--- src/assert_macros.svh ---
// Assertion helpers shared by the timer table RTL.
`ifndef ASSERT_MACROS_SVH
`define ASSERT_MACROS_SVH

// Same-cycle implication, disabled while reset is asserted.
`define ASSERT_IMPLIES(lbl, clk, rstn, ante, cons, msg) \
  lbl: assert property (@(posedge clk) disable iff (!(rstn)) (ante) |-> (cons)) \
    else $error(msg);

// Next-cycle implication, disabled while reset is asserted.
`define ASSERT_NEXT(lbl, clk, rstn, ante, cons, msg) \
  lbl: assert property (@(posedge clk) disable iff (!(rstn)) (ante) |=> (cons)) \
    else $error(msg);

`endif

--- src/mss_pkg.sv ---
package mss_pkg;

  localparam int SLOTS       = 16;
  localparam int IDX_W       = (SLOTS > 1) ? $clog2(SLOTS) : 1;
  localparam int ALLOC_W     = $clog2(2 * SLOTS + 1);
  localparam int ELAPSED_MAX = 65535;

  typedef enum logic [2:0] {
    OP_ARM_P   = 3'd0,
    OP_ARM_O   = 3'd1,
    OP_CLEAR_P = 3'd2,
    OP_CLEAR_O = 3'd3,
    OP_TICK    = 3'd4,
    OP_PROCESS = 3'd5
  } op_e;

  typedef enum logic [2:0] {
    K_ACCEPT = 3'd0,
    K_REFUSE = 3'd1,
    K_DONE   = 3'd2,
    K_PFIRE  = 3'd3,
    K_OFIRE  = 3'd4
  } kind_e;

  typedef enum logic [1:0] {
    ST_FREE    = 2'd0,
    ST_ACTIVE  = 2'd1,
    ST_PENDING = 2'd2
  } slot_st_e;

  typedef enum logic [2:0] {
    TB_NONE,
    TB_ARM,
    TB_FREE,
    TB_MARK,
    TB_EL
  } tbl_op_e;

  typedef enum logic [2:0] {
    S_IDLE,
    S_SCAN,
    S_CLEAR,
    S_WALK,
    S_DONE
  } state_e;

  typedef struct packed {
    tbl_op_e     op;
    logic [15:0] el;
    logic [15:0] len;
    logic [7:0]  hd;
  } tbl_req_t;

  typedef struct packed {
    slot_st_e    status;
    logic [15:0] el;
    logic [15:0] len;
    logic [7:0]  hd;
  } tbl_rsp_t;

  typedef struct packed {
    logic [15:0] el;
    logic [15:0] len;
    logic [15:0] add;
  } alu_req_t;

  typedef struct packed {
    logic        fire;
    logic [15:0] next_el;
  } alu_rsp_t;

  function automatic logic [3:0] to_slot_field(logic [IDX_W-1:0] i);
    logic [31:0] w;
    w = 32'(i);
    return w[3:0];
  endfunction

  function automatic logic [5:0] to_live_field(logic [ALLOC_W-1:0] c);
    logic [31:0] w;
    w = 32'(c);
    return w[5:0];
  endfunction

endpackage

--- src/mss_table.sv ---
module mss_table (
  input  logic                     clk_i,
  input  logic                     rst_ni,
  input  logic [mss_pkg::IDX_W-1:0] idx_i,
  input  mss_pkg::tbl_req_t        req_i,
  output mss_pkg::tbl_rsp_t        rsp_o
);
  import mss_pkg::*;

  slot_st_e    status_q [SLOTS];
  logic [15:0] el_q     [SLOTS];
  logic [15:0] len_q    [SLOTS];
  logic [7:0]  hd_q     [SLOTS];

  // Status carries the slot's life cycle and is the only part that is reset.
  always_ff @(posedge clk_i or negedge rst_ni) begin
    if (!rst_ni) begin
      for (int i = 0; i < SLOTS; i++) begin
        status_q[i] <= ST_FREE;
      end
    end else begin
      case (req_i.op)
        TB_ARM:  status_q[idx_i] <= ST_ACTIVE;
        TB_FREE: status_q[idx_i] <= ST_FREE;
        TB_MARK: status_q[idx_i] <= ST_PENDING;
        default: ;
      endcase
    end
  end

  // Data of a free slot is never looked at, so it is simply rewritten on arm.
  always_ff @(posedge clk_i) begin
    case (req_i.op)
      TB_ARM: begin
        el_q[idx_i]  <= '0;
        len_q[idx_i] <= req_i.len;
        hd_q[idx_i]  <= req_i.hd;
      end
      TB_EL:   el_q[idx_i] <= req_i.el;
      default: ;
    endcase
  end

  assign rsp_o.status = status_q[idx_i];
  assign rsp_o.el     = el_q[idx_i];
  assign rsp_o.len    = len_q[idx_i];
  assign rsp_o.hd     = hd_q[idx_i];

endmodule

--- src/mss_alu.sv ---
module mss_alu (
  input  mss_pkg::alu_req_t req_i,
  output mss_pkg::alu_rsp_t rsp_o
);
  import mss_pkg::*;

  logic [16:0] sum;
  logic [16:0] rem;

  assign sum = {1'b0, req_i.el} + {1'b0, req_i.add};
  assign rem = sum - {1'b0, req_i.len};

  assign rsp_o.fire    = (sum >= {1'b0, req_i.len});
  assign rsp_o.next_el = rsp_o.fire ? rem[15:0] : sum[15:0];

endmodule

--- src/mss_ctrl.sv ---
module mss_ctrl (
  input  logic                      clk_i,
  input  logic                      rst_ni,
  input  logic                      in_valid_i,
  output logic                      in_stall_o,
  input  logic [2:0]                op_i,
  input  logic [15:0]               period_ticks_i,
  input  logic [7:0]                handler_tag_i,
  input  logic [7:0]                slot_id_i,
  output logic                      out_valid_o,
  input  logic                      out_stall_i,
  output logic [2:0]                kind_o,
  output logic [3:0]                slot_index_o,
  output logic [7:0]                fired_tag_o,
  output logic [5:0]                live_count_o,
  output logic                      last_o,
  output logic [mss_pkg::IDX_W-1:0] tbl_idx_o,
  output mss_pkg::tbl_req_t         p_req_o,
  output mss_pkg::tbl_req_t         o_req_o,
  input  mss_pkg::tbl_rsp_t         p_rsp_i,
  input  mss_pkg::tbl_rsp_t         o_rsp_i,
  output mss_pkg::alu_req_t         alu_req_o,
  input  mss_pkg::alu_rsp_t         alu_rsp_i
);
  import mss_pkg::*;

  state_e             state_q, state_d;
  logic [IDX_W-1:0]   idx_q;
  logic               sel_q;
  logic [15:0]        period_q;
  logic [7:0]         tag_q;
  logic [7:0]         id_q;
  kind_e              kind_q;
  logic [15:0]        add_q;
  logic [31:0]        tick_q;
  logic [31:0]        lastp_q;
  logic [ALLOC_W-1:0] alloc_q;

  logic               out_valid_q;
  logic [2:0]         kind_out_q;
  logic [3:0]         slot_out_q;
  logic [7:0]         tag_out_q;
  logic [5:0]         live_out_q;
  logic               last_out_q;

  logic               accept;
  logic               can_emit;
  logic               idx_last;
  logic [31:0]        delta;
  logic [15:0]        add_sat;
  logic               arm_bad;
  op_e                op_in;

  tbl_rsp_t           cur;
  tbl_req_t           cur_req;
  logic               adv;
  logic               arm_done;
  logic               alloc_inc;
  logic               alloc_dec;
  logic               emit;
  kind_e              emit_kind;
  logic [3:0]         emit_slot;
  logic [7:0]         emit_tag;
  logic [5:0]         emit_live;
  logic               emit_last;

  assign op_in      = op_e'(op_i);
  assign in_stall_o = (state_q != S_IDLE);
  assign accept     = in_valid_i && !in_stall_o;
  assign can_emit   = !out_valid_q || !out_stall_i;
  assign idx_last   = (idx_q == IDX_W'(SLOTS - 1));
  assign delta      = tick_q - lastp_q;
  assign add_sat    = (delta > 32'(ELAPSED_MAX)) ? 16'(ELAPSED_MAX) : delta[15:0];
  assign arm_bad    = (period_ticks_i == 16'd0) || (handler_tag_i == 8'd0);

  assign cur       = sel_q ? o_rsp_i : p_rsp_i;
  assign tbl_idx_o = (state_q == S_CLEAR) ? id_q[IDX_W-1:0] : idx_q;

  assign alu_req_o.el  = cur.el;
  assign alu_req_o.len = cur.len;
  assign alu_req_o.add = add_q;

  always_comb begin
    p_req_o = cur_req;
    o_req_o = cur_req;
    if (sel_q) begin
      p_req_o.op = TB_NONE;
    end else begin
      o_req_o.op = TB_NONE;
    end
  end

  // Output logic: one slot of the selected table is examined per cycle while the output is not stalled.
  always_comb begin
    cur_req     = '{op: TB_NONE, el: alu_rsp_i.next_el, len: period_q, hd: tag_q};
    adv         = 1'b0;
    arm_done    = 1'b0;
    alloc_inc   = 1'b0;
    alloc_dec   = 1'b0;
    emit        = 1'b0;
    emit_kind   = K_DONE;
    emit_slot   = '0;
    emit_tag    = '0;
    emit_live   = to_live_field(alloc_q);
    emit_last   = 1'b1;
    unique case (state_q)
      S_IDLE: ;
      S_SCAN: begin
        if (cur.status == ST_FREE) begin
          if (can_emit) begin
            cur_req.op = TB_ARM;
            alloc_inc  = 1'b1;
            arm_done   = 1'b1;
            emit       = 1'b1;
            emit_kind  = K_ACCEPT;
            emit_slot  = to_slot_field(idx_q);
            emit_live  = to_live_field(ALLOC_W'(alloc_q + 1'b1));
          end
        end else begin
          adv = 1'b1;
        end
      end
      S_CLEAR: begin
        if ((32'(id_q) < SLOTS) && (cur.status == ST_ACTIVE)) begin
          cur_req.op = TB_MARK;
        end
      end
      S_WALK: begin
        case (cur.status)
          ST_PENDING: begin
            cur_req.op = TB_FREE;
            alloc_dec  = 1'b1;
            adv        = 1'b1;
          end
          ST_ACTIVE: begin
            if (!alu_rsp_i.fire) begin
              cur_req.op = TB_EL;
              adv        = 1'b1;
            end else if (can_emit) begin
              adv       = 1'b1;
              emit      = 1'b1;
              emit_slot = to_slot_field(idx_q);
              emit_tag  = cur.hd;
              emit_last = 1'b0;
              if (sel_q) begin
                cur_req.op = TB_FREE;
                alloc_dec  = 1'b1;
                emit_kind  = K_OFIRE;
                emit_live  = to_live_field(ALLOC_W'(alloc_q - 1'b1));
              end else begin
                cur_req.op = TB_EL;
                emit_kind  = K_PFIRE;
              end
            end
          end
          default: adv = 1'b1;
        endcase
      end
      S_DONE: begin
        if (can_emit) begin
          emit      = 1'b1;
          emit_kind = kind_q;
        end
      end
      default: ;
    endcase
  end

  // Next-state logic.
  always_comb begin
    state_d = state_q;
    unique case (state_q)
      S_IDLE: begin
        if (accept) begin
          case (op_in)
            OP_ARM_P, OP_ARM_O:     state_d = arm_bad ? S_DONE : S_SCAN;
            OP_CLEAR_P, OP_CLEAR_O: state_d = S_CLEAR;
            OP_PROCESS:             state_d = (delta == 32'd0) ? S_DONE : S_WALK;
            default:                state_d = S_DONE;
          endcase
        end
      end
      S_SCAN: begin
        if (arm_done) begin
          state_d = S_IDLE;
        end else if (adv && idx_last) begin
          state_d = S_DONE;
        end
      end
      S_CLEAR: state_d = S_DONE;
      S_WALK: begin
        if (adv && idx_last && sel_q) begin
          state_d = S_DONE;
        end
      end
      S_DONE: begin
        if (can_emit) begin
          state_d = S_IDLE;
        end
      end
      default: state_d = S_IDLE;
    endcase
  end

  always_ff @(posedge clk_i or negedge rst_ni) begin
    if (!rst_ni) begin
      state_q     <= S_IDLE;
      idx_q       <= '0;
      sel_q       <= 1'b0;
      kind_q      <= K_DONE;
      tick_q      <= '0;
      lastp_q     <= '0;
      alloc_q     <= '0;
      out_valid_q <= 1'b0;
    end else begin
      state_q <= state_d;
      alloc_q <= alloc_q + ALLOC_W'(alloc_inc) - ALLOC_W'(alloc_dec);
      if (accept) begin
        idx_q  <= '0;
        sel_q  <= (op_in == OP_ARM_O) || (op_in == OP_CLEAR_O);
        kind_q <= ((op_in == OP_ARM_P) || (op_in == OP_ARM_O)) && arm_bad ? K_REFUSE : K_DONE;
        if (op_in == OP_TICK) begin
          tick_q <= tick_q + 32'd1;
        end
        if (op_in == OP_PROCESS) begin
          lastp_q <= tick_q;
        end
      end else if (adv) begin
        idx_q <= idx_last ? '0 : idx_q + 1'b1;
        if (idx_last && (state_q == S_WALK)) begin
          sel_q <= 1'b1;
        end
        if (idx_last && (state_q == S_SCAN)) begin
          kind_q <= K_REFUSE;
        end
      end
      if (emit) begin
        out_valid_q <= 1'b1;
      end else if (!out_stall_i) begin
        out_valid_q <= 1'b0;
      end
    end
  end

  always_ff @(posedge clk_i) begin
    if (accept) begin
      period_q <= period_ticks_i;
      tag_q    <= handler_tag_i;
      id_q     <= slot_id_i;
      add_q    <= add_sat;
    end
    if (emit) begin
      kind_out_q <= emit_kind;
      slot_out_q <= emit_slot;
      tag_out_q  <= emit_tag;
      live_out_q <= emit_live;
      last_out_q <= emit_last;
    end
  end

  assign out_valid_o  = out_valid_q;
  assign kind_o       = kind_out_q;
  assign slot_index_o = slot_out_q;
  assign fired_tag_o  = tag_out_q;
  assign live_count_o = live_out_q;
  assign last_o       = last_out_q;

endmodule

--- src/multi_slot_software_timer.sv ---
// A process request after new ticks walks both slot tables through the shared add/compare
// unit, one slot per cycle while the output is not stalled.
// Throughput: one request at a time; the next is taken once the final result is registered.
// Reset (rst_ni low, asynchronous) frees every slot and clears all counters at once.
`include "assert_macros.svh"

module multi_slot_software_timer (
  input  logic        clk_i,
  input  logic        rst_ni,
  input  logic        in_valid_i,
  output logic        in_stall_o,
  input  logic [2:0]  op_i,
  input  logic [15:0] period_ticks_i,
  input  logic [7:0]  handler_tag_i,
  input  logic [7:0]  slot_id_i,
  output logic        out_valid_o,
  input  logic        out_stall_i,
  output logic [2:0]  kind_o,
  output logic [3:0]  slot_index_o,
  output logic [7:0]  fired_tag_o,
  output logic [5:0]  live_count_o,
  output logic        last_o
);
  import mss_pkg::*;

  // Both tables share one slot index; only the selected table is written.
  logic [IDX_W-1:0] tbl_idx;
  tbl_req_t         p_req;
  tbl_req_t         o_req;
  tbl_rsp_t         p_rsp;
  tbl_rsp_t         o_rsp;
  alu_req_t         alu_req;
  alu_rsp_t         alu_rsp;

  // The sequencer owns the request handshake, the tick counters, the
  // allocation count and the output register. A result waits in that
  // register while the sequencer carries on with the walk or the next request.
  mss_ctrl u_ctrl (
    .clk_i          (clk_i),
    .rst_ni         (rst_ni),
    .in_valid_i     (in_valid_i),
    .in_stall_o     (in_stall_o),
    .op_i           (op_i),
    .period_ticks_i (period_ticks_i),
    .handler_tag_i  (handler_tag_i),
    .slot_id_i      (slot_id_i),
    .out_valid_o    (out_valid_o),
    .out_stall_i    (out_stall_i),
    .kind_o         (kind_o),
    .slot_index_o   (slot_index_o),
    .fired_tag_o    (fired_tag_o),
    .live_count_o   (live_count_o),
    .last_o         (last_o),
    .tbl_idx_o      (tbl_idx),
    .p_req_o        (p_req),
    .o_req_o        (o_req),
    .p_rsp_i        (p_rsp),
    .o_rsp_i        (o_rsp),
    .alu_req_o      (alu_req),
    .alu_rsp_i      (alu_rsp)
  );

  // Periodic slot table.
  mss_table u_ptbl (
    .clk_i  (clk_i),
    .rst_ni (rst_ni),
    .idx_i  (tbl_idx),
    .req_i  (p_req),
    .rsp_o  (p_rsp)
  );

  // One-shot slot table.
  mss_table u_otbl (
    .clk_i  (clk_i),
    .rst_ni (rst_ni),
    .idx_i  (tbl_idx),
    .req_i  (o_req),
    .rsp_o  (o_rsp)
  );

  // The single elapsed-time adder and period comparator used for each active
  // slot of a process walk.
  mss_alu u_alu (
    .req_i (alu_req),
    .rsp_o (alu_rsp)
  );

  // Every accepted request leaves the block busy in the following cycle.
  `ASSERT_NEXT(a_busy_after_accept, clk_i, rst_ni, in_valid_i && !in_stall_o, in_stall_o, "request accepted but block not busy")

  // Only fire events are non-final results.
  `ASSERT_IMPLIES(a_nonlast_is_fire, clk_i, rst_ni, out_valid_o && !last_o, (kind_o == K_PFIRE) || (kind_o == K_OFIRE), "non-final result is not a fire event")

  // A fired slot always carries a handler tag, since zero tags are refused on arm.
  `ASSERT_IMPLIES(a_fire_has_tag, clk_i, rst_ni, out_valid_o && ((kind_o == K_PFIRE) || (kind_o == K_OFIRE)), fired_tag_o != 8'd0, "fire event without handler tag")

endmodule
--- config.mk ---
export PLATFORM = sky130hd
export DESIGN_NAME = multi_slot_software_timer
export DESIGN_NICKNAME = d
export VERILOG_FILES = /design/src/mss_pkg.sv /design/src/mss_table.sv /design/src/mss_alu.sv /design/src/mss_ctrl.sv /design/src/multi_slot_software_timer.sv
export VERILOG_INCLUDE_DIRS = /design/src /design/src/src
export SDC_FILE = /design/constraint.sdc
export NUM_CORES = 2
export LEC_CHECK = 0
export BUFFER_PORTS_ARGS = -buffer_cell sky130_fd_sc_hd__buf_2
export CAP_MARGIN = 5
export CORE_AREA = 2 2 510 512
export DETAILED_ROUTE_END_ITERATION = 10
export DIE_AREA = 0 0 512 514
export PLACE_DENSITY = 0.38
export SYNTH_ARGS = -nofsm -noshare
export SYNTH_HDL_FRONTEND = slang
export SYNTH_SLANG_ARGS = --single-unit
--- constraint.sdc ---
create_clock -name clk_i -period 17.54 [get_ports clk_i]
set_clock_uncertainty 0.15 [all_clocks]
set_input_delay 3.508 -clock clk_i [delete_from_list [all_inputs] [get_ports clk_i]]
set_output_delay 3.508 -clock clk_i [all_outputs]
set_load 0.01 [all_outputs]
=== Word level (Yosys, flattened, before mapping) ===
Memory sizes are Yosys's and may differ from the RTL's.
Index checks and enable logic that the tools add are counted.

* Register bits after elaboration: 216
* Bits in writable memories: 1280
* Input bits: 39
* Output and inout bits: 24
* Word-level logic and storage cells: 236
* Memories: 6

{| class="wikitable"
|+ Memories
! memory !! words !! bits a word !! rd ports !! clocked after memory_dff !! write ports !! RTL line !! text
|-
| u_otbl.el_q || 16 || 16 || 1 || 0 || 1 || mss_table.sv:11 || <nowiki>logic [15:0] el_q [SLOTS];</nowiki>
|-
| u_otbl.len_q || 16 || 16 || 1 || 0 || 1 || mss_table.sv:12 || <nowiki>logic [15:0] len_q [SLOTS];</nowiki>
|-
| u_ptbl.el_q || 16 || 16 || 1 || 0 || 1 || mss_table.sv:11 ||
|-
| u_ptbl.len_q || 16 || 16 || 1 || 0 || 1 || mss_table.sv:12 ||
|-
| u_otbl.hd_q || 16 || 8 || 1 || 0 || 1 || mss_table.sv:13 || <nowiki>logic [7:0] hd_q [SLOTS];</nowiki>
|-
| u_ptbl.hd_q || 16 || 8 || 1 || 0 || 1 || mss_table.sv:13 ||
|}

* Add/subtract/negate cells: 9
* Order comparisons: 5
* Equality and inequality tests: 25
* Mux-type cells: 90
* Bitwise operators: 16
* Reduce and logical (&&, ||, !) cells: 36

{| class="wikitable"
|+ Operator list
! cell !! number
|-
| $pmux W32 S3 || 2
|-
| $mux W3 || 22
|-
| $and A16 B16 Y16 || 4
|-
| $and A32 B32 Y32 || 2
|-
| $or A16 B16 Y16 || 4
|-
| $mux W16 || 3
|-
| $mux W42 || 1
|-
| $mux W6 || 6
|-
| $add A32 B1 Y32 const B || 1
|-
| $gt A32 B16 Y1 const B || 1
|-
| $logic_not A32 Y1 || 1
|-
| $mux W4 || 8
|-
| $not A16 Y16 || 2
|-
| $not A32 Y32 || 1
|-
| $sub A32 B32 Y32 || 1
|-
| $mux W1 || 27
|-
| $pmux W3 S3 || 3
|-
| $eq A3 B2 Y1 const B || 8
|-
| $add A16 B16 Y17 || 1
|-
| $ge A17 B16 Y1 || 1
|-
| $bmux W2 S4 || 2
|-
| $logic_not A16 Y1 || 1
|-
| $mux W2 || 8
|-
| $sub A16 B16 Y16 || 1
|-
| 36 further kinds || 70
|}

=== Logic depth before layout (Yosys ltp) ===
* Depth in word-level cells: 17
* Mapped depth: 43
* Mapped depth without buffers: 38

=== By module ===
From an unflattened synthesis, not the netlist that was laid out.

* Cells, all modules: 3553
* Area, all modules: 63035.5 µm²

{| class="wikitable"
|+ By module, submodules not included
! module !! times used !! cells each !! area an instance (µm²) !! seq. area each (µm²)
|-
| mss_table at u_otbl || 1 || 1164 || 25798.5 || 20019.2
|-
| mss_table at u_ptbl || 1 || 1162 || 25735.9 || 20019.2
|-
| mss_ctrl || 1 || 976 || 9611.7 || 4130.2
|-
| mss_alu || 1 || 251 || 1889.3 || 0.0
|}

=== Worst setup path after synthesis ===
No wires, ideal clock.

* Path kind: reg-to-reg
* Start point: reg u_ctrl.state_q[2]
* End point: mem u_ptbl.el_q[0][14] (data pin)
* Library setup time: 490 ps
* Arrival: 8171 ps
* Path slack: 8730 ps
* Stages on the path, launching flop included: 31
* Buffers on the path: 5
* Cell sequence: dfrtp_1 -> buf_2 -> nor3_4 -> mux2i_1 -> clkbuf_1 -> buf_2 -> buf_1 -> clkbuf_1 -> nand2_1 -> a311oi_1 -> nor3_1 -> o31ai_1 -> ha_1 -> inv_1 -> fa_1 -> nand3b_1 -> a21oi_1 -> o21ai_1 -> a21oi_1 -> a41o_1 -> o31ai_1 -> a21boi_0 -> ha_1 -> inv_1 -> o21ai_0 -> o21ai_0 -> a21oi_1 -> o31a_1 -> nor2_2 -> or4b_2 -> a2111oi_0

* Word-level cells in the longest chain between the ends: 16
* Elaborated cells between the ends (all ways): 34

{| class="wikitable"
|+ Ends and longest elaborated chain
! element !! RTL line !! text
|-
| start, declared || mss_ctrl.sv:27 || <nowiki>state_e state_q, state_d;</nowiki>
|-
| start signal, assigned || mss_ctrl.sv:216 || <nowiki>state_q <= state_d;</nowiki>
|-
| branches (longest 15 deep; another with $add A16 B16 Y17) || - ||
|-
| $mux W16 (no source line) * || - ||
|-
| end, declared || mss_table.sv:11 ||
|}

Mark *: on every way between the ends. The select of a mux whose other input is x is not followed.

=== Final worst setup path ===
* Start point: reg u_ctrl.state_q[1]
* End point: mem u_ptbl.el_q[9][14], enable pin

* Word-level cells in the longest chain between the ends: 16
* Elaborated cells between the ends (all ways): 35

{| class="wikitable"
|+ Ends and longest elaborated chain
! element
|-
| branches (longest 16 deep; another with $add A16 B16 Y17)
|}

Parallel ways; which one is timed is not known. The select of a mux whose other input is x is not followed.

==> results.yml <==
outcome:
  outcome: "complete, no violations"
floorplanning:
  fp-row-count: 187
  start_util: 0.2486
  die_x_um: 512
  ios: 63
  dieArea_um2: 263200
  core_area_um2: 258100
  die_h_um: 514
clocking:
  cts_htree_levels: 4
  cts_resized: 0
  clkLatencyLatePin_ns: 0.82
  clock_path_buffers: 3
  cts-buffers-inserted: 167
  cts_root_buf: "clkbuf_16"
  ctsHoldBuffers: 0
  clkTransAtPathRegs_ns: 0.06
  cts_setup_buffers: 0
  cts_tree: "built"
  clock-sinks: 1495
timing:
  rsz0062_at_grt: "no"
  tightestPinTransition_ns: 1.223
  fmax_mhz: 94.31
  period_minus_slack_ns: 10.60
  fin_crit_sh: 0.6046
  setup_violations: 0
  setup_ws_ns: 6.936
  slew_headroom: 0.1831
  hold_viol_final: 0
  setup_tns_ns: 0
  slew_violations: 0
cells_and_area:
  final_cell_count_no_fill: 8752
  final_layout_size_suffix_gt1_frac: 0.1068
  areaGrowthSynthToFinish_pct: 15.35
  fin_nets: 5340
  fill_cells: 26290
  fin_util: 0.2868
worst_setup_path:
  max_stage_delay_ns: 1.00
  critPathKind: "flip-flop to flip-flop"
  cp_max_fo: 52
  crit_family: "compound AO/OA/AOI/OAI gates"
  cp_num_buf_inv: 5
  cp_common_cell: "a21oi_1"
  worst_setup_path_end_kind: "flip-flop"
  cp_data_required_time_ns: 17.81
  slowest_stage: "nor2_2"
  cp.depth: 30
  reg2reg_depth: 30
  startpoint_type: "flip-flop"
  crit_arrival_ns: 10.87
flow_run:
  drv_cap: 0
grt:
  antenna_found_initial: 4
  grt_pass1_vias: 41300
  track_usage: 0.1561
  gr-total-overflow: 0
  grt_pass1_wl_um: 303200
  grt_max_degree: 135
power:
  p_per_area_nw_per_um2: 169.9
  ir_drop_uv: 145.3
  leakagePower_nw: 25.43
  power.total_mw: 12.57
detailed_routing:
  avgViaCountPerCell: 4.772
  wl_um: 209800
  antenna_left: 0
  drtIter0Drc: 3309
  vias: 41760
  firstDrtPassIters: 8
  drc: 0
  wl_per_cell_um: 23.97
yosys:
  synth_common_cells: "nand2_1, edfxtp_1, nand3_1"
  synth_edf_count: 1350
  synth_warnings: 0
  ys_top_cells_by_area: "edfxtp_1, nand2_1, dfrtp_1, a311oi_1, nand3_1"
  syn_area_um2: 64170
  ys_seq_area_frac: 0.6884
  synth_nets: 5325
  yosysMostFrequentCell: "nand2_1"
  synth_top_area_cell: "edfxtp_1"
  synth_area_per_cell_um2: 12.34
  synth_cells: 5198
  async_reset_ff_frac: 0.09699
  synth_cell_type_count: 81
  ys.flop_type: "edfxtp_1"
  synth_top_area_frac: 0.6318
  synth-seq-cells: 1495
place:
  portBuffers: 62
  place_ws_ns: 6.995
  dpl.cell_count: 8446
  dp_hpwl_um: 114700
  routabilityCongestion: 0.7681
min_path:
  hold_depth: 2
  hp-class: "flip-flop to flip-flop"
[cell usage in the layout, fill, tap and decap left out, types with 24 or more instances in the layout]
master and count:
a21oi_1 101, a311oi_1 226, a31oi_1 113, and3_1 210, buf_2 61, buf_4 108
clkbuf_1 29, clkbuf_16 173, clkinv_1 50, clkinv_2 27, dfrtp_1 143, edfxtp_1 1350
ha_1 84, inv_1 68, mux2_2 47, nand2_1 1455, nand3_1 327, nor2_1 130
nor2_2 33, nor2_4 33, nor3_1 42, o21a_1 24, o21ai_0 61, o31ai_1 40
xnor2_1 57, xor2_1 33
[cell type report]
cell class / instances / area (um2) / share of cell area
repair buffers: 177 / 1267 / 0.01713
clock inverters: 97 / 730.7 / 0.009873
clock buffers: 207 / 4507 / 0.06089
well taps: 3402 / 4257 / 0.05751
inverters: 71 / 266.5 / 0.003601
multi-input cells: 3301 / 18810 / 0.2541
diodes: 2 / 5.005 / 0.00006762
flip-flops and latches: 1495 / 44170 / 0.5968
[state kept, by name, summed over array words and instances, names as in the netlist, 3 cells and up, named ones only]
name / cells
u_ctrl.add_q: 16
u_ctrl.lastp_q: 32
u_otbl.el_q: 256
u_otbl.status_q: 16
u_ctrl.state_q: 3
u_ptbl.hd_q: 128
u_ptbl.status_q: 31
u_otbl.hd_q: 128
u_ctrl.alloc_q: 6
u_ctrl.tick_q: 32
u_ctrl.id_q: 8
u_ctrl.live_count_o: 6
u_ctrl.kind_o: 3
u_ctrl.idx_q: 4
u_ctrl.tag_q: 8
u_ptbl.el_q: 256
u_otbl.len_q: 256
u_ctrl.fired_tag_o: 8
u_ctrl.period_q: 16
u_ctrl.slot_index_o: 4
u_ptbl.len_q: 256
[path summary, 6_finish.rpt]
path | startpoint | end | slack, ns
min in group asynchronous | rst_ni | u_ctrl.lastp_q[31] | 2.47
worst min-delay path | u_ctrl.lastp_q[30] | u_ctrl.lastp_q[30] | 0.34
worst min register to register | u_ctrl.lastp_q[30] | u_ctrl.lastp_q[30] | 0.34
worst max register to register | u_ctrl.state_q[1] | u_ptbl.el_q[9][14] | 6.94
max in group asynchronous | rst_ni | u_ptbl.status_q[24] | 12.90
worst max-delay path | u_ctrl.state_q[1] | u_ptbl.el_q[9][14] | 6.94
[worst min-delay path: stages (launching register included)]
cell	delay, ns
dfrtp_1	0.35
nand2_1	0.05
o21ai_0	0.06
[cell families (layout without fill, tap and decap cells)]
logic type                 count (synthesis)  count (layout)  share of synthesized area
and+or+nand+nor                         2331            2331                     0.1567
DFF                                     1495            1495                     0.6884
AOI/OAI and AO/OA                        711             711                    0.08159
buffers and inverters                    402             552                    0.02553
xor gates and xnor gates                  90              90                    0.01228
adders and majority gates                 88              88                    0.01763
muxes                                     81              81                    0.01790
other                                      0               2                          0
[per-stage QoR]
stage	hold slack (ns)	instance area, um2
2_1_floorplan	0.2998	64170
3_3_place_gp	0.3197	68770
3_5_place_dp	0.3271	68770
4_1_cts	0.3405	74010
5_1_grt	0.3548	74010
6_report	0.3372	74010
[routing by layer]
metal  track usage  wire [um]  up-vias
li1              -          -    19190
met1        0.2128      97040    21480
met2        0.2613     100700      829
met3       0.02006       7433      258
met4       0.03955       4553        4
met5             0         30        -
[power by group]
group / switching (mW) / internal (mW) / total [mW]
combinational: 3.31 / 1.61 / 4.93
sequential: 0.152 / 4.08 / 4.23
clock: 1.47 / 1.95 / 3.42
No activity file was read; power rests on OpenSTA's default activity.
